**src/rtl/asert_difficulty_target_assert.svh**
```systemverilog
// Assertion macros for the difficulty target block.
// Used by adt_fifo; clocked on aclk, disabled in reset.
`ifndef ASERT_DIFFICULTY_TARGET_ASSERT_SVH
`define ASERT_DIFFICULTY_TARGET_ASSERT_SVH
`ifndef SYNTH
`define ADT_ASSERT_IMP(lbl, pre, post) \
    lbl: assert property (@(posedge aclk) disable iff (!aresetn) (pre) |-> (post)) \
        else $error("adt assertion failed");
`define ADT_ASSERT_NXT(lbl, pre, post) \
    lbl: assert property (@(posedge aclk) disable iff (!aresetn) (pre) |=> (post)) \
        else $error("adt assertion failed");
`else
`define ADT_ASSERT_IMP(lbl, pre, post)
`define ADT_ASSERT_NXT(lbl, pre, post)
`endif
`endif

```
**src/rtl/adt_pkg.sv**
```systemverilog
// Shared types and constants of the difficulty target block.
// No dependencies; imported by every module.
package adt_pkg;

    localparam int FRAC_BITS        = 16;
    localparam int TARGET_WIDTH_DEF = 256;
    localparam int HEIGHT_W         = 31;
    localparam int TIME_W           = 32;
    localparam int BITS_W           = 32;
    localparam int SPACING_W        = 21;
    localparam int HL_W             = 32;
    // |dt - spacing*(dh+1)| stays below 2^53
    localparam int MAG_W            = 53;
    localparam int DIV_W            = MAG_W + FRAC_BITS;
    localparam int FIFO_DEPTH       = 4;
    localparam int CFG_IDX_W        = 3;
    localparam int CFG_DATA_W       = 32;

    localparam logic [63:0] CUBIC_C1  = 64'd195766423245049;
    localparam logic [63:0] CUBIC_C2  = 64'd971821376;
    localparam logic [63:0] CUBIC_C3  = 64'd5127;
    localparam logic [63:0] CUBIC_RND = 64'h0000_8000_0000_0000;
    localparam logic [16:0] FACTOR_ONE = 17'h10000;

    typedef enum logic [CFG_IDX_W-1:0] {
        CFG_ANCHOR_HEIGHT = 3'd0,
        CFG_ANCHOR_TIME   = 3'd1,
        CFG_ANCHOR_BITS   = 3'd2,
        CFG_LIMIT_BITS    = 3'd3,
        CFG_SPACING       = 3'd4,
        CFG_HALF_LIFE     = 3'd5,
        CFG_FIXED_MODE    = 3'd6
    } cfg_idx_t;

    typedef struct packed {
        logic [HEIGHT_W-1:0]  anc_height;
        logic [TIME_W-1:0]    anchor_time;
        logic [SPACING_W-1:0] block_spacing;
        logic [HL_W-1:0]      hl_secs;
        logic                 fixed_mode;
    } cfg_t;

    typedef struct packed {
        logic             early;
        logic             neg;
        logic [MAG_W-1:0] mag;
    } item_t;

    typedef struct packed {
        logic             early;
        logic             neg;
        logic [DIV_W-1:0] quot;
    } div_res_t;

endpackage

```
**src/rtl/adt_front.sv**
```systemverilog
// Front end: input register and classification into queue items.
// Depends on adt_pkg.
module adt_front import adt_pkg::*; (
    input  logic                aclk,
    input  logic                aresetn,
    input  cfg_t                cfg_i,
    input  logic                s_valid,
    output logic                s_ready,
    input  logic                no_parent,
    input  logic [HEIGHT_W-1:0] parent_height,
    input  logic [TIME_W-1:0]   parent_time,
    input  logic                full_i,
    output logic                push_o,
    output item_t               item_o
);

    logic                f_valid_reg, f_valid_next;
    logic                np_reg;
    logic [HEIGHT_W-1:0] ph_reg;
    logic [TIME_W-1:0]   pt_reg;
    logic                accept;

    logic signed [32:0]  dt;
    logic [31:0]         dh1;
    logic [52:0]         prod;
    logic [53:0]         base;
    logic [53:0]         nbase;

    assign s_ready = !f_valid_reg || !full_i;
    assign accept  = s_valid && s_ready;
    assign push_o  = f_valid_reg && !full_i;

    always_comb begin
        f_valid_next = f_valid_reg;
        if (accept) begin
            f_valid_next = 1'b1;
        end else if (push_o) begin
            f_valid_next = 1'b0;
        end
    end

    always_ff @(posedge aclk) begin
        if (!aresetn) begin
            f_valid_reg <= 1'b0;
        end else begin
            f_valid_reg <= f_valid_next;
        end
    end

    always_ff @(posedge aclk) begin
        if (accept) begin
            np_reg <= no_parent;
            ph_reg <= parent_height;
            pt_reg <= parent_time;
        end
    end

    // base = dt - spacing * (dh + 1), then split into sign and magnitude
    assign dt    = $signed({1'b0, pt_reg}) - $signed({1'b0, cfg_i.anchor_time});
    assign dh1   = {1'b0, ph_reg} - {1'b0, cfg_i.anc_height} + 32'd1;
    assign prod  = 53'(cfg_i.block_spacing) * 53'(dh1);
    assign base  = {{21{dt[32]}}, dt} - {1'b0, prod};
    assign nbase = 54'd0 - base;

    assign item_o.early = np_reg || cfg_i.fixed_mode || (ph_reg < cfg_i.anc_height)
                          || (cfg_i.hl_secs == '0);
    assign item_o.neg   = base[53];
    assign item_o.mag   = base[53] ? nbase[MAG_W-1:0] : base[MAG_W-1:0];

endmodule

```
**config.mk**
```make
export PLATFORM = sky130hd
export DESIGN_NAME = adt_front
export DESIGN_NICKNAME = d
export VERILOG_FILES = /design/src/rtl/asert_difficulty_target_assert.svh /design/src/rtl/adt_pkg.sv /design/src/rtl/adt_front.sv
export SDC_FILE = /design/constraint.sdc
export NUM_CORES = 2
export LEC_CHECK = 0
export BUFFER_PORTS_ARGS = -buffer_cell sky130_fd_sc_hd__buf_2
export CAP_MARGIN = 15
export CORE_ASPECT_RATIO = 1.1
export CORE_UTILIZATION = 66
export CTS_BUF_LIST = sky130_fd_sc_hd__clkbuf_4
export DETAILED_ROUTE_END_ITERATION = 7
export PLACE_DENSITY_LB_ADDON = 0.15
export SYNTH_ARGS = -nofsm -noshare
export SYNTH_HDL_FRONTEND = slang
export SYNTH_SLANG_ARGS = --single-unit
export TNS_END_PERCENT = 10
```
**constraint.sdc**
```tcl
create_clock -name aclk -period 75.1 [get_ports aclk]
set_input_delay 22.53 -clock aclk [delete_from_list [all_inputs] [get_ports aclk]]
set_output_delay 22.53 -clock aclk [all_outputs]
set_load 0.005 [all_outputs]
```
==> results.toml <==
[yosys]
synth_ff_type = "edfxtp_1"
synth_edf_count = 64
synth_top_area_share_pct = 41.1
synthXorXnorAreaFrac_pct = 3.87
ys_seq_elements = 65
synth_warnings = 0
synth_compound_area_share_pct = 9.36
seq_area_frac_synth_pct = 6.23
syn_avg_cell_area_um2 = 8.65
synth_simple_gate_area_share_pct = 17.2
synthAdderAreaFrac_pct = 51.5
synth.distinct_cells = 95
syn-instance-count = 3604
postSynth.asyncResetShare_pct = 0
yosysTopAreaCell = "fa_1"
synth.area.mux_share_pct = 0.273
synth_top_family_by_area = "adder cells"
synth_area_leaders = "fa_1 (41%), ha_1 (10%), inv_1 (9.3%)"
synth_area_mm2 = 0.0312
syn_nets = 4689

[min_path]
hold_path_end = "f_valid_reg"
hp-start = "f_valid_reg"
min_path_cells = 2
hold_class = "register to register"

[timing]
holdWs_ns = 0.530
fin_skew_ns = 0.0177
setup_viol = 0
fin_crit_ns = 56.40
timing.max_slew.rel_slack_pct = 36.2
setup_tns_ns = 0
hold_viol = 0
tightest_slew_ns = 0.957
timing.final.crit_share_pct = 75.1
fmax_mhz = 17.7
rsz0062_at_grt = "no"
maxSlewViolCount = 0

[cts]
clkLatencyLatePin_ns = 0.57
clock_sinks = 65
cts_buffers = 9
postCtsSetupBuffers = 0
cts_hold_buf = 0
clk_pin_slew_worst_paths_ns = 0.12
cts.root.buffer_cell = "clkbuf_4"
cts_resized = 0
cts_tree = "done"
htreeDepth = 3
clk_path_buf_depth = 2

[global_route]
grt_max_degree = 65
grt_busiest_layer = "met2"
grt_pass1_vias = 27329
met3_usage_pct = 7.98
groute.usage.overall_pct = 37.5
met2_usage_pct = 60.4
grt_pass1_wl_um = 141000
antenna_found_initial = 4
met1_usage_pct = 50.8
grt-ovfl-total = 0

[cells_and_area]
multi_input_area_mm2 = 0.0257
n_fill_cell = 3692
regArea_mm2 = 0.00194
utilization_pct = 70.6
stdcell_count = 4328
nets = 4809
largest_register_ffs = 32
layout-drive-gt1-share_pct = 8.88
syn_to_final_growth_pct = 5.48

[worst_setup_path]
cp.required_ns = 52.57
reg2regPathDepth = 2
critPathKind = "input pin to primary output"
crit_top_cell = "fa_1"
cp_max_fo = 21
worst_setup_path_end_kind = "primary output"
rrSetupSlack_ns = 73.47
slowest_stage = "a211oi_1"
startpoint_type = "input pin"
worstSetupStartpoint = "cfg_i[87]"
cp.arrival_ns = 33.87
cp.buffers_inverters = 9
max_stage_delay_ns = 0.71
path_delay_family = "adder cells"
r2r_start = "f_valid_reg"
rr_endpoint = "ph_reg[21]"

[floorplanning]
start_util_pct = 66.9
die_h_um = 230
row_count = 83
die-area_mm2 = 0.0481
die_x_um = 209
core_mm2 = 0.0466
io_pins = 242

[detailed_routing]
drtIter0Drc = 2042
vias = 25478
post_drt_via_cell_ratio = 5.89
postRouteAntennaNets = 0
wl_per_cell_um = 19.6
dr.pass1.iters = 6
drc = 0
drt_wl_total_um = 85000

[outcome]
status = "finished clean"

[placed_design]
io_buffers = 241
gp_congestion = 0.937
dp_hpwl_um = 68300
placed_cells = 4308

[job]
cap_violations = 0
cell usage in the layout (no fill, tap or decap), types with 21 or more instances in the layout:
cell / netlist / final
a21o_1: 40 / 40
a21oi_1: 140 / 140
a31oi_1: 21 / 21
and2_1: 246 / 245
and3_1: 21 / 21
buf_2: 2 / 241
buf_4: 1 / 36
edfxtp_1: 64 / 64
fa_1: 641 / 641
ha_1: 259 / 259
inv_1: 776 / 776
nand2_1: 511 / 511
nand3_1: 40 / 40
nand4_1: 27 / 27
nor2_1: 125 / 125
nor3_1: 36 / 34
o21a_1: 24 / 24
o21ai_0: 78 / 77
xnor2_1: 89 / 87
xor2_1: 49 / 49
Yosys cell counts (36+ instances only):
library cell / n
a21o_1: 40
edfxtp_1: 64
o21ai_0: 78
nor3_1: 36
nor2_1: 125
a21oi_1: 140
nand2_1: 511
inv_1: 776
clkbuf_1: 160
and2_1: 246
xnor2_1: 89
ha_1: 259
fa_1: 641
nand3_1: 40
xor2_1: 49
worst min-delay path: stages, from the launching register on:
cell and delay (ns):
dfxtp_1 0.33, a21oi_1 0.12, nor2b_1 0.05
metal layers:
layer	share of wire, %	wire length (um)
met4	2.8	2400
met3	9.7	8270
met1	41	34600
met2	47	39700
met5	0	0
worst max-delay path by stage:
stage / endpoint / cells after the start / slack [ns]
3_5_place_dp: item_o[46] / 42 / 18.90
6_report: item_o[46] / 42 / 18.70
2_1_floorplan: item_o[9] / 45 / 20.52
3_3_place_gp: item_o[18] / 43 / 19.24
5_1_grt: item_o[46] / 42 / 18.01
4_1_cts: item_o[46] / 42 / 18.85
logic make-up after synthesis:
family / count (synthesis)
compound gates: 441
xor+xnor: 138
fa+ha+maj: 900
buf+inv: 945
flops: 65
mux: 8
simple gates: 1107
through the flow:
stage,worst slack [ns],area [um^2]
after global placement,19.24,32800
after floorplan,20.52,31200
final,18.70,32900
after CTS,18.85,32900
after detailed placement,18.90,32800
after global routing,18.01,32900
cell type report:
cell class | count | area share, %
tap | 595 | 2.26
timing repair buffer | 277 | 4.49
clock buffer | 14 | 0.319
inverter | 777 | 8.86
clock inverter | 2 | 0.0228
sequential | 65 | 5.90
multi-input combinational | 2594 | 78.1
antenna | 4 | 0.0304
Power is not shown: default switching activity piles up to over one toggle a cycle in this logic, so the estimate is an artifact.
