==> src/rtl/asert_difficulty_target_assert.svh <==
// Assertion macros for the difficulty target block.
// Used by adt_fifo; clocked on aclk, disabled in reset.
`ifndef ASERT_DIFFICULTY_TARGET_ASSERT_SVH
`define ASERT_DIFFICULTY_TARGET_ASSERT_SVH
`ifndef SYNTH
`define ADT_ASSERT_IMP(lbl, pre, post) \
    lbl: assert property (@(posedge aclk) disable iff (!aresetn) (pre) |-> (post)) \
        else $error("adt assertion failed");
`define ADT_ASSERT_NXT(lbl, pre, post) \
    lbl: assert property (@(posedge aclk) disable iff (!aresetn) (pre) |=> (post)) \
        else $error("adt assertion failed");
`else
`define ADT_ASSERT_IMP(lbl, pre, post)
`define ADT_ASSERT_NXT(lbl, pre, post)
`endif
`endif

==> src/rtl/adt_pkg.sv <==
// Shared types and constants of the difficulty target block.
// No dependencies; imported by every module.
package adt_pkg;

    localparam int FRAC_BITS        = 16;
    localparam int TARGET_WIDTH_DEF = 256;
    localparam int HEIGHT_W         = 31;
    localparam int TIME_W           = 32;
    localparam int BITS_W           = 32;
    localparam int SPACING_W        = 21;
    localparam int HL_W             = 32;
    // |dt - spacing*(dh+1)| stays below 2^53
    localparam int MAG_W            = 53;
    localparam int DIV_W            = MAG_W + FRAC_BITS;
    localparam int FIFO_DEPTH       = 4;
    localparam int CFG_IDX_W        = 3;
    localparam int CFG_DATA_W       = 32;

    localparam logic [63:0] CUBIC_C1  = 64'd195766423245049;
    localparam logic [63:0] CUBIC_C2  = 64'd971821376;
    localparam logic [63:0] CUBIC_C3  = 64'd5127;
    localparam logic [63:0] CUBIC_RND = 64'h0000_8000_0000_0000;
    localparam logic [16:0] FACTOR_ONE = 17'h10000;

    typedef enum logic [CFG_IDX_W-1:0] {
        CFG_ANCHOR_HEIGHT = 3'd0,
        CFG_ANCHOR_TIME   = 3'd1,
        CFG_ANCHOR_BITS   = 3'd2,
        CFG_LIMIT_BITS    = 3'd3,
        CFG_SPACING       = 3'd4,
        CFG_HALF_LIFE     = 3'd5,
        CFG_FIXED_MODE    = 3'd6
    } cfg_idx_t;

    typedef struct packed {
        logic [HEIGHT_W-1:0]  anc_height;
        logic [TIME_W-1:0]    anchor_time;
        logic [SPACING_W-1:0] block_spacing;
        logic [HL_W-1:0]      hl_secs;
        logic                 fixed_mode;
    } cfg_t;

    typedef struct packed {
        logic             early;
        logic             neg;
        logic [MAG_W-1:0] mag;
    } item_t;

    typedef struct packed {
        logic             early;
        logic             neg;
        logic [DIV_W-1:0] quot;
    } div_res_t;

endpackage

==> src/rtl/adt_fifo.sv <==
// Short queue of classified items between front end and divider.
// Depends on adt_pkg and the assertion header.
`include "asert_difficulty_target_assert.svh"
module adt_fifo import adt_pkg::*; (
    input  logic  aclk,
    input  logic  aresetn,
    input  logic  push_i,
    input  item_t push_item_i,
    input  logic  pop_i,
    output item_t pop_item_o,
    output logic  full_o,
    output logic  empty_o
);

    localparam int PTR_W = $clog2(FIFO_DEPTH);
    localparam int CNT_W = $clog2(FIFO_DEPTH + 1);

    item_t            mem_reg [FIFO_DEPTH];
    logic [PTR_W-1:0] wr_ptr_reg, rd_ptr_reg;
    logic [CNT_W-1:0] count_reg, count_next;

    assign full_o     = (count_reg == CNT_W'(FIFO_DEPTH));
    assign empty_o    = (count_reg == '0);
    assign pop_item_o = mem_reg[rd_ptr_reg];

    always_comb begin
        count_next = count_reg;
        if (push_i && !pop_i) begin
            count_next = count_reg + CNT_W'(1);
        end else if (pop_i && !push_i) begin
            count_next = count_reg - CNT_W'(1);
        end
    end

    always_ff @(posedge aclk) begin
        if (!aresetn) begin
            wr_ptr_reg <= '0;
            rd_ptr_reg <= '0;
            count_reg  <= '0;
        end else begin
            count_reg <= count_next;
            if (push_i) begin
                wr_ptr_reg <= wr_ptr_reg + PTR_W'(1);
            end
            if (pop_i) begin
                rd_ptr_reg <= rd_ptr_reg + PTR_W'(1);
            end
        end
    end

    always_ff @(posedge aclk) begin
        if (push_i) begin
            mem_reg[wr_ptr_reg] <= push_item_i;
        end
    end

    `ADT_ASSERT_IMP(a_cnt_range, 1'b1, count_reg <= CNT_W'(FIFO_DEPTH))
    `ADT_ASSERT_IMP(a_pop_nonempty, pop_i, count_reg != '0)
    `ADT_ASSERT_NXT(a_push_grows, push_i && !pop_i, count_reg == $past(count_reg) + CNT_W'(1))

endmodule

==> config.mk <==
export PLATFORM = sky130hd
export DESIGN_NAME = adt_fifo
export DESIGN_NICKNAME = d
export VERILOG_FILES = /design/src/rtl/adt_pkg.sv /design/src/rtl/adt_fifo.sv
export VERILOG_INCLUDE_DIRS = /design/src /design/src/rtl
export SDC_FILE = /design/constraint.sdc
export NUM_CORES = 1
export LEC_CHECK = 0
export BUFFER_PORTS_ARGS = -buffer_cell sky130_fd_sc_hd__buf_4
export CAP_MARGIN = 0
export CORE_ASPECT_RATIO = 0.5
export CORE_MARGIN = 2
export CORE_UTILIZATION = 61
export DETAILED_ROUTE_END_ITERATION = 10
export HOLD_SLACK_MARGIN = 0.02
export PLACE_DENSITY = 0.95
export SYNTH_ARGS = -nofsm -noshare
export SYNTH_HDL_FRONTEND = slang
export SYNTH_SLANG_ARGS = --single-unit
==> constraint.sdc <==
create_clock -name aclk -period 3.9 [get_ports aclk]
set_input_delay 0.78 -clock aclk [delete_from_list [all_inputs] [get_ports aclk]]
set_output_delay 0.78 -clock aclk [all_outputs]
set_load 0.05 [all_outputs]
==> results of run 1 <==
## cell families after synthesis
logic type	count (synthesis)	share of synthesized area (%)
DFF	229	80.3
muxes	57	15.1
buffers and inverters	16	1.85
and+or+nand+nor	15	1.08
adders and majority gates	6	0.977
xor gates and xnor gates	5	0.518
AOI/OAI and AO/OA	2	0.148
## through the flow
step | setup slack [ps] | instances
2_1_floorplan | 1400 | 330
3_3_place_gp | 1220 | 634
3_5_place_dp | 1210 | 634
4_1_cts | 680 | 667
5_1_grt | 606 | 667
6_report | 739 | 667
## worst max path at each step
stage          startpoint        endpoint  slack, ps  cells past startpoint
5_1_grt              flop  pop_item_o[52]        610                      3
3_3_place_gp         flop  pop_item_o[42]       1220                      3
3_5_place_dp         flop  pop_item_o[52]       1210                      3
4_1_cts              flop  pop_item_o[52]        680                      3
2_1_floorplan      push_i   mem_reg[0][0]       1400                      1
6_report             flop  pop_item_o[52]        740                      3
## report_power, final
group,total [uW],internal [uW],switching [uW]
logic,873,313,561
registers,2880,2820,59.7
clock network,1840,1030,808
total,5590,4160,1430
## per-layer routing
metal  wire length, um  vias to the layer above  share of wire [%]  track usage (%)
li1                  -                     1668                  -                -
met1              6290                     2022                 38             29.2
met3              1060                       32                6.4             5.09
met2              8710                      148                 53             40.9
met4               520                        0                3.1             7.61
met5                 0                        -                  0                0
## synth_stat cells, drive strengths merged
library cell	number	area [um2]
nor2b	2	12.5
clkbuf	1	5.00
inv	4	15.0
fa	1	20.0
nor3b	1	7.51
mux4	55	1260
mux2i	2	20.0
or3	1	6.26
xnor2	2	17.5
a21boi	1	7.51
buf	11	136
and2	9	56.3
edfxtp	220	6610
xor2	3	26.3
dfxtp	9	180
ha	5	62.6
nor3	1	5.00
o21ai	1	5.00
nand2	1	3.75
## critical path: cells and delay by family, from the launching register on
| kind | cells | cell delay (ps) |
|---|---|---|
| buf+inv | 2 | 530 |
| flops | 1 | 750 |
| mux | 1 | 590 |
## layout make-up
cell class / instances / area [um2]
fillers: 720 / 3430
well taps: 192 / 240
clock inverters: 4 / 28.8
repair buffers: 124 / 956
flip-flops and latches: 229 / 6790
inverters: 4 / 15.0
multi-input cells: 85 / 1510
clock buffers: 29 / 576
==> out/qor.yml, run 1 <==
power_and_ir_drop:
  leakage_uw: 0.00345
  power_uw: 5590
  vdd_ir_drop_max_uv: 290
  power_density_nw_per_um2: 553
drt:
  wl_um: 16600
  drt-vias-per-instance: 5.80
  vias: 3870
  drtPass1Iterations: 4
  ant_nets: 0
  drc: 0
  drt_iter0_drc: 282
  routedWlPerCell_um: 24.9
final_layout:
  fin_area_um2: 10100
  areaGrowthSynthToFinish_pct: 19.8
  largest_reg_flops: 220
  layout_commonest_cell: "edfxtp_1"
  post-route-util_pct: 74.7
  drive_above_1_share_pct: 43.2
  diodes: 0
  mostFrequentLayoutCells: "220 x edfxtp_1, 122 x buf_4, 50 x mux4_2, 21 x clkbuf_16, 7 x dfxtp_1"
  nNetsFinal: 529
setup_path:
  cp-end-kind: "output port"
  r2r_cells: 4
  reg2reg_from: "wr_ptr_reg[0]"
  cp_cell_sequence: "buf_12 -> mux4_1 -> buf_4"
  crit_type: "flop to output port"
  cpPeakStageDelay_ps: 750
  timing.rr.end: "mem_reg[0][30]"
  cp_max_fo: 30
  crit_slowest_cell: "dfxtp_4"
  arrival_ps: 2380
  r2r_setup_slack_ps: 1890
  cp.required_ps: 3120
  start_kind: "flop"
cts:
  postCtsSetupRepairBufs: 0
  clock_latency_ps: 480
  clockBufferDepth: 3
  h-tree-depth: 1
  ctsHoldBuffers: 0
  cts_tree: "built"
  postCtsResizedCells: 0
  cts_root_buf: "clkbuf_16"
  path_clk_slew_ps: 70
  cts_buffers: 20
  clock_sinks: 229
logic_synthesis:
  syn_inst: 330
  seq_area_frac_synth_pct: 80.3
  synthesis.nets: 395
  ys_warn_count: 0
  synth-seq-cells: 229
  yosys.cell_types.count: 22
  synth.avg_cell_area_um2: 25.6
  syn_area_um2: 8450
floorplanning:
  ios: 116
  dieHeight_um: 87.2
  initial_core_util_pct: 62.4
  die_area_um2: 14900
  num_rows: 30
  die_w_um: 170
  core_um2: 13600
global_route:
  antenna_found_initial: 0
  grt_pass1_vias: 4078
  grt_max_degree: 49
  grt_overflow_total: 0
  track_usage_pct: 23.1
  grt_pass1_wl_um: 24600
sta:
  drv_slew: 0
  period_share_pct: 81.1
  tns_ps: 0
  fin_crit_ps: 3160
  clock_skew_ps: 7.04
  final-hold-violation-count: 0
  hold_ws_ps: 495
  worstMarginPinSlew_ps: 885
  fmax_ghz: 0.316
  rsz0062_at_grt: "false"
  finalSetupViolCount: 0
  maxSlewHeadroom_pct: 41.0
worst_hold_path:
  whs_path_depth: 1
  hold_path.startpoint: "push_item_i[23]"
  min_path_type: "input pin to flop"
  holdPathEnd: "mem_reg[2][23]"
placement:
  hpwl_um: 9420
  gp_congestion: 0.720
  dpl-instance-area_um2: 9520
  port_buffers: 115
run_status:
  run_status: "finished, final reports clean"
run:
  cap_violations: 0
Note: power is estimated with default switching activity, not from simulation.
==> inputs of run 2 (changes only) <==
--- a/config.mk
+++ b/config.mk
@@ -6,14 +6,15 @@
 export SDC_FILE = /design/constraint.sdc
 export NUM_CORES = 1
 export LEC_CHECK = 0
+export ABC_AREA = 1
 export BUFFER_PORTS_ARGS = -buffer_cell sky130_fd_sc_hd__buf_4
 export CAP_MARGIN = 0
 export CORE_ASPECT_RATIO = 0.5
 export CORE_MARGIN = 2
-export CORE_UTILIZATION = 61
+export CORE_UTILIZATION = 57
 export DETAILED_ROUTE_END_ITERATION = 10
 export HOLD_SLACK_MARGIN = 0.02
-export PLACE_DENSITY = 0.95
+export PLACE_DENSITY = 0.9
 export SYNTH_ARGS = -nofsm -noshare
 export SYNTH_HDL_FRONTEND = slang
 export SYNTH_SLANG_ARGS = --single-unit
==> constraint.sdc (replaced) <==
create_clock -name aclk -period 3.2 [get_ports aclk]
set_input_delay 0.64 -clock aclk [delete_from_list [all_inputs] [get_ports aclk]]
set_output_delay 0.64 -clock aclk [all_outputs]
set_load 0.05 [all_outputs]
==> out/qor.yml, run 2 <==
run_status:
  run_status: "finished, final reports clean"
logic_synthesis:
  ys_warn_count: 0
  synthesis.nets: 655
  synth-seq-cells: 229
  ys.flop_type: "edfxtp_1"
  syn_inst: 590
  synth_most_common_cell: "edfxtp_1"
  yosys.cell_types.count: 19
  ys_top_cells_by_count: "220 x edfxtp_1, 115 x nor2_1, 71 x o21ai_0"
  synth_edf_count: 220
  yosys.area.top_type_share_pct: 76.9
  syn_area_um2: 8590
  yosys.area.top_type: "edfxtp_1"
  synth.avg_cell_area_um2: 14.6
  seq_area_frac_synth_pct: 79.0
  async_reset_ff_share_pct: 0
  synth_area_leaders: "edfxtp_1 77%, nor2_1 5.0%, o21ai_0 4.1%, o22ai_1 4.0%, o21ai_1 2.6%"
final_layout:
  post-route-util_pct: 69.8
  areaGrowthSynthToFinish_pct: 18.4
  drive_above_1_share_pct: 21.9
  layout_commonest_cell: "edfxtp_1"
  diodes: 0
  largest_reg_flops: 220
  fin_area_um2: 10200
  nNetsFinal: 768
  mostFrequentLayoutCells: "220 x edfxtp_1, 122 x buf_4, 115 x nor2_1, 71 x o21ai_0, 55 x o22ai_1"
power_and_ir_drop:
  p_int_uw: 4810
  p_seq_share_pct: 52.8
  leakage_uw: 0.00359
  clkPwrFrac_pct: 31.9
  switchingPower_uw: 1750
  power_density_nw_per_um2: 645
  combPwrFrac_pct: 15.3
  p_sw_share_pct: 26.6
  power_uw: 6560
  vdd_ir_drop_max_uv: 440
floorplanning:
  dieHeight_um: 90.8
  core_um2: 14600
  num_rows: 31
  ios: 116
  die_w_um: 178
  initial_core_util_pct: 58.9
  die_area_um2: 16100
drt:
  drt-vias-per-instance: 5.96
  routedWlPerCell_um: 20.9
  drt_iter0_drc: 644
  wl_um: 19100
  vias: 5444
  ant_nets: 0
  drc: 0
  drtPass1Iterations: 6
global_route:
  antenna_found_initial: 0
  track_usage_pct: 23.8
  grt_pass1_vias: 5809
  grt_pass1_wl_um: 29400
  grt_overflow_total: 0
  grt_max_degree: 63
sta:
  final-hold-violation-count: 0
  clock_skew_ps: 9.07
  worstMarginPinSlew_ps: 717
  final.setup.worst_slack_ps: 358
  finalSetupViolCount: 0
  fmax_ghz: 0.352
  tns_ps: 0
  fin_crit_ps: 2840
  drv_slew: 0
  rsz0062_at_grt: "false"
  maxSlewHeadroom_pct: 52.2
  period_share_pct: 88.8
run:
  cap_violations: 0
cts:
  cts_buffers: 19
  cts_tree: "built"
  ctsHoldBuffers: 0
  clock_latency_ps: 480
  clockBufferDepth: 3
  postCtsSetupRepairBufs: 0
  h-tree-depth: 1
  postCtsResizedCells: 0
  cts_root_buf: "clkbuf_16"
  path_clk_slew_ps: 70
  clock_sinks: 229
setup_path:
  crit_buf_inv: 2
  start_kind: "flop"
  cp_max_fo: 50
  critPathMostFrequentCell: "buf_4"
  crit_slowest_cell: "buf_4"
  cp-end-kind: "output port"
  crit_type: "flop to output port"
  cp.required_ps: 2560
  cp_top_family: "buffers and inverters"
  cp_cell_sequence: "buf_4 -> o21ai_0 -> o22ai_1 -> buf_4"
  arrival_ps: 2200
  cpPeakStageDelay_ps: 490
placement:
  hpwl_um: 10600
  gp_congestion: 0.748
  dpl-instance-area_um2: 9630
  pre_cts_slack_ps: 952
  port_buffers: 115
worst_hold_path:
  min_path_type: "input pin to flop"
-- run 2: cell count changes in the layout (fill, tap and decap cells not counted), moves of 5 or more --
cell | previous run | this run
nor2_1 | 0 | 115
o21ai_0 | 1 | 71
o22ai_1 | 0 | 55
mux4_2 | 50 | 0
o21ai_1 | 0 | 45
nand2_1 | 1 | 9
inv_1 | 4 | 11
and2_1 | 5 | 0
inv_2 | 0 | 5
mux4_1 | 5 | 0
-- run 2: layer usage --
layer  wire length (um)  global-route usage [%]  vias to the layer above
met5                  0                       0                        -
met4                677                    9.56                        0
met3               1590                    5.05                       58
met2               9760                    42.6                      289
met1               7100                    28.1                     2665
li1                   -                       -                     2432
-- run 2: per-stage QoR --
step | cells | hold WS, ps
6_report | 914 | 356
5_1_grt | 914 | 341
4_1_cts | 914 | 346
3_5_place_dp | 880 | 437
3_3_place_gp | 880 | 421
2_1_floorplan | 590 | 412
-- run 2: final cells by class --
type / instances / area (um2)
fill: 881 / 4410
tap: 198 / 248
multi-input combinational: 309 / 1510
timing repair buffer: 127 / 1020
sequential: 229 / 6790
clock buffer: 28 / 509
clock inverter: 6 / 30.0
inverter: 17 / 65.1
-- run 2: cells by family (layout without fill, tap and decap cells) --
logic type / after synthesis / after routing / synth area share, %
AOI/OAI and AO/OA: 175 / 175 / 11.0
adders and majority gates: 6 / 6 / 0.961
buffers and inverters: 52 / 178 / 3.42
DFF: 229 / 229 / 79.0
and+or+nand+nor: 128 / 128 / 5.66
-- run 2: worst paths after layout --
kind,depth (start not counted),startpoint,slack [ps],end
worst max-delay path,4,flop,360,pop_item_o[48]
worst min-delay path,1,push_item_i[17],360,mem_reg[1][17]
worst max register to register,5,wr_ptr_reg[1],1450,mem_reg[1][20]
worst min register to register,1,rd_ptr_reg[1],490,flop
-- run 2: power by group through the flow --
| stage | logic [uW] | registers (uW) | clock network (uW) |
|---|---|---|---|
| 2_1_floorplan | 659 | 3520 | 0 |
| 3_3_place_gp | 968 | 3520 | 0 |
| 3_5_place_dp | 993 | 3530 | 0 |
| 4_1_cts | 1000 | 3460 | 2090 |
| 5_1_grt | 1060 | 3470 | 2200 |
| 6_report | 1010 | 3460 | 2090 |
==> inputs of run 3 (changes only) <==
--- a/config.mk
+++ b/config.mk
@@ -11,10 +11,10 @@
 export CAP_MARGIN = 0
 export CORE_ASPECT_RATIO = 0.5
 export CORE_MARGIN = 2
-export CORE_UTILIZATION = 57
+export CORE_UTILIZATION = 61
 export DETAILED_ROUTE_END_ITERATION = 10
 export HOLD_SLACK_MARGIN = 0.02
-export PLACE_DENSITY = 0.9
+export PLACE_DENSITY = 0.95
 export SYNTH_ARGS = -nofsm -noshare
 export SYNTH_HDL_FRONTEND = slang
 export SYNTH_SLANG_ARGS = --single-unit
==> constraint.sdc (replaced) <==
create_clock -name aclk -period 3.65 [get_ports aclk]
set_input_delay 0.73 -clock aclk [delete_from_list [all_inputs] [get_ports aclk]]
set_output_delay 0.73 -clock aclk [all_outputs]
set_load 0.05 [all_outputs]
==> out/qor.yml, run 3 (same netlist as run 2, synthesis figures left out) <==
run_status:
  run_status: "finished, final reports clean"
final_layout:
  mostFrequentLayoutCells: "220 x edfxtp_1, 123 x buf_4, 115 x nor2_1, 71 x o21ai_0, 55 x o22ai_1"
  seq_area_um2: 6790
  drive_above_1_share_pct: 22.5
  diodes: 0
  areaGrowthSynthToFinish_pct: 18.9
  multi_input_area_um2: 1510
  largest_reg_flops: 220
  nFillCells: 704
  layout_commonest_cell: "edfxtp_1"
  nNetsFinal: 768
sta:
  period_share_pct: 93.9
  hold_ws_ps: 432
  tns_ps: 0
  final-hold-violation-count: 0
  final.setup.worst_slack_ps: 221
  maxSlewHeadroom_pct: 28.6
  clock_skew_ps: 12.2
  fin_crit_ps: 3430
  drv_slew: 0
  worstMarginPinSlew_ps: 1070
  rsz0062_at_grt: "false"
  fmax_ghz: 0.292
  finalSetupViolCount: 0
setup_path:
  cp_top_family: "buffers and inverters"
  arrival_ps: 2700
  crit_slowest_cell: "buf_4"
  crit_buf_inv: 2
  cpPeakStageDelay_ps: 800
  critPathMostFrequentCell: "buf_4"
  cp_cell_sequence: "buf_4 -> o21ai_0 -> o22ai_1 -> buf_4"
  crit_type: "flop to output port"
  cp_max_fo: 110
  cp-end-kind: "output port"
  cp.required_ps: 2920
  start_kind: "flop"
floorplanning:
  num_rows: 30
  dieHeight_um: 87.9
  core_um2: 13700
  initial_core_util_pct: 62.9
  die_area_um2: 15100
  die_w_um: 172
  ios: 116
placement:
  gp_congestion: 0.740
  hpwl_um: 11400
  pre_cts_slack_ps: 922
  port_buffers: 115
drt:
  drc: 0
  vias: 5688
  drtPass1Iterations: 5
  wl_um: 20900
  drt-vias-per-instance: 6.26
  ant_nets: 0
  drt_iter0_drc: 668
  routedWlPerCell_um: 23.0
cts:
  postCtsSetupRepairBufs: 0
  path_clk_slew_ps: 70
  cts_buffers: 20
  cts_tree: "built"
  cts_root_buf: "clkbuf_16"
  h-tree-depth: 1
  ctsHoldBuffers: 0
  clockBufferDepth: 3
  clock_sinks: 229
  clock_latency_ps: 500
  postCtsResizedCells: 0
power_and_ir_drop:
  clkPwrFrac_pct: 34.2
  vdd_ir_drop_max_uv: 346
  power_density_nw_per_um2: 586
  switchingPower_uw: 1580
  p_sw_share_pct: 26.4
  combPwrFrac_pct: 15.0
  p_seq_share_pct: 50.8
  leakage_uw: 0.00363
  p_int_uw: 4410
global_route:
  grt_max_degree: 111
  grt_pass1_vias: 5465
  track_usage_pct: 28.1
  antenna_found_initial: 0
  grt_pass1_wl_um: 30900
  grt_overflow_total: 0
worst_hold_path:
  min_path_type: "input pin to flop"
run:
  cap_violations: 0
## run 3: changes by cell type in the layout (fill, tap and decap cells not counted), sizes merged
cell / before / now
buf: 127 / 126
bufinv: 0 / 1
clkinv: 6 / 7
inv: 17 / 16
## run 3: final cells by class
cell class              count  share of cell area [%]
inverters                  17                   0.636
flip-flops and latches    229                    66.4
repair buffers            126                    9.62
well taps                 192                    2.35
clock inverters             7                   0.551
multi-input cells         309                    14.8
clock buffers              28                    5.59
## run 3: routing by layer
layer | part of all wire, % | global-route usage [%] | up-vias
li1 | - | - | 2429
met1 | 36 | 34.7 | 2704
met2 | 51 | 49.1 | 483
met3 | 9.9 | 6.33 | 72
met4 | 3.9 | 11.8 | 0
met5 | 0 | 0 | -
## run 3: power by group through the flow
| stage | registers, uW | clock network (uW) | logic (uW) |
|---|---|---|---|
| 2_1_floorplan | 3080 | 0 | 577 |
| 3_3_place_gp | 3080 | 0 | 839 |
| 3_5_place_dp | 3090 | 0 | 873 |
| 4_1_cts | 3040 | 2050 | 889 |
| 5_1_grt | 3050 | 2150 | 938 |
| 6_report | 3040 | 2050 | 897 |
## run 3: worst register-to-register path, cell delays in order (launching register included)
cell and delay, ps:
dfxtp_1 340, inv_1 130, ha_1 170, nand2_1 60
inv_2 540, buf_4 400
## run 3: final timing paths
check	startpoint	end	slack, ps	depth (start not counted)
hold / removal	push_item_i[1]	mem_reg[0][1]	430	1
setup reg to reg	wr_ptr_reg[0]	mem_reg[0][21]	1690	5
setup / recovery	flop	pop_item_o[33]	220	4
hold reg to reg	rd_ptr_reg[1]	flop	450	1
## run 3: stage by stage
step	total power, uW	util [%]	std cells	instance area [um2]
5_1_grt	6130	74.8	908	10200
4_1_cts	5980	74.8	908	10200
3_3_place_gp	3920	70.2	873	9590
6_report	5990	74.8	908	10200
3_5_place_dp	3960	70.2	873	9590
2_1_floorplan	3660	-	590	8590
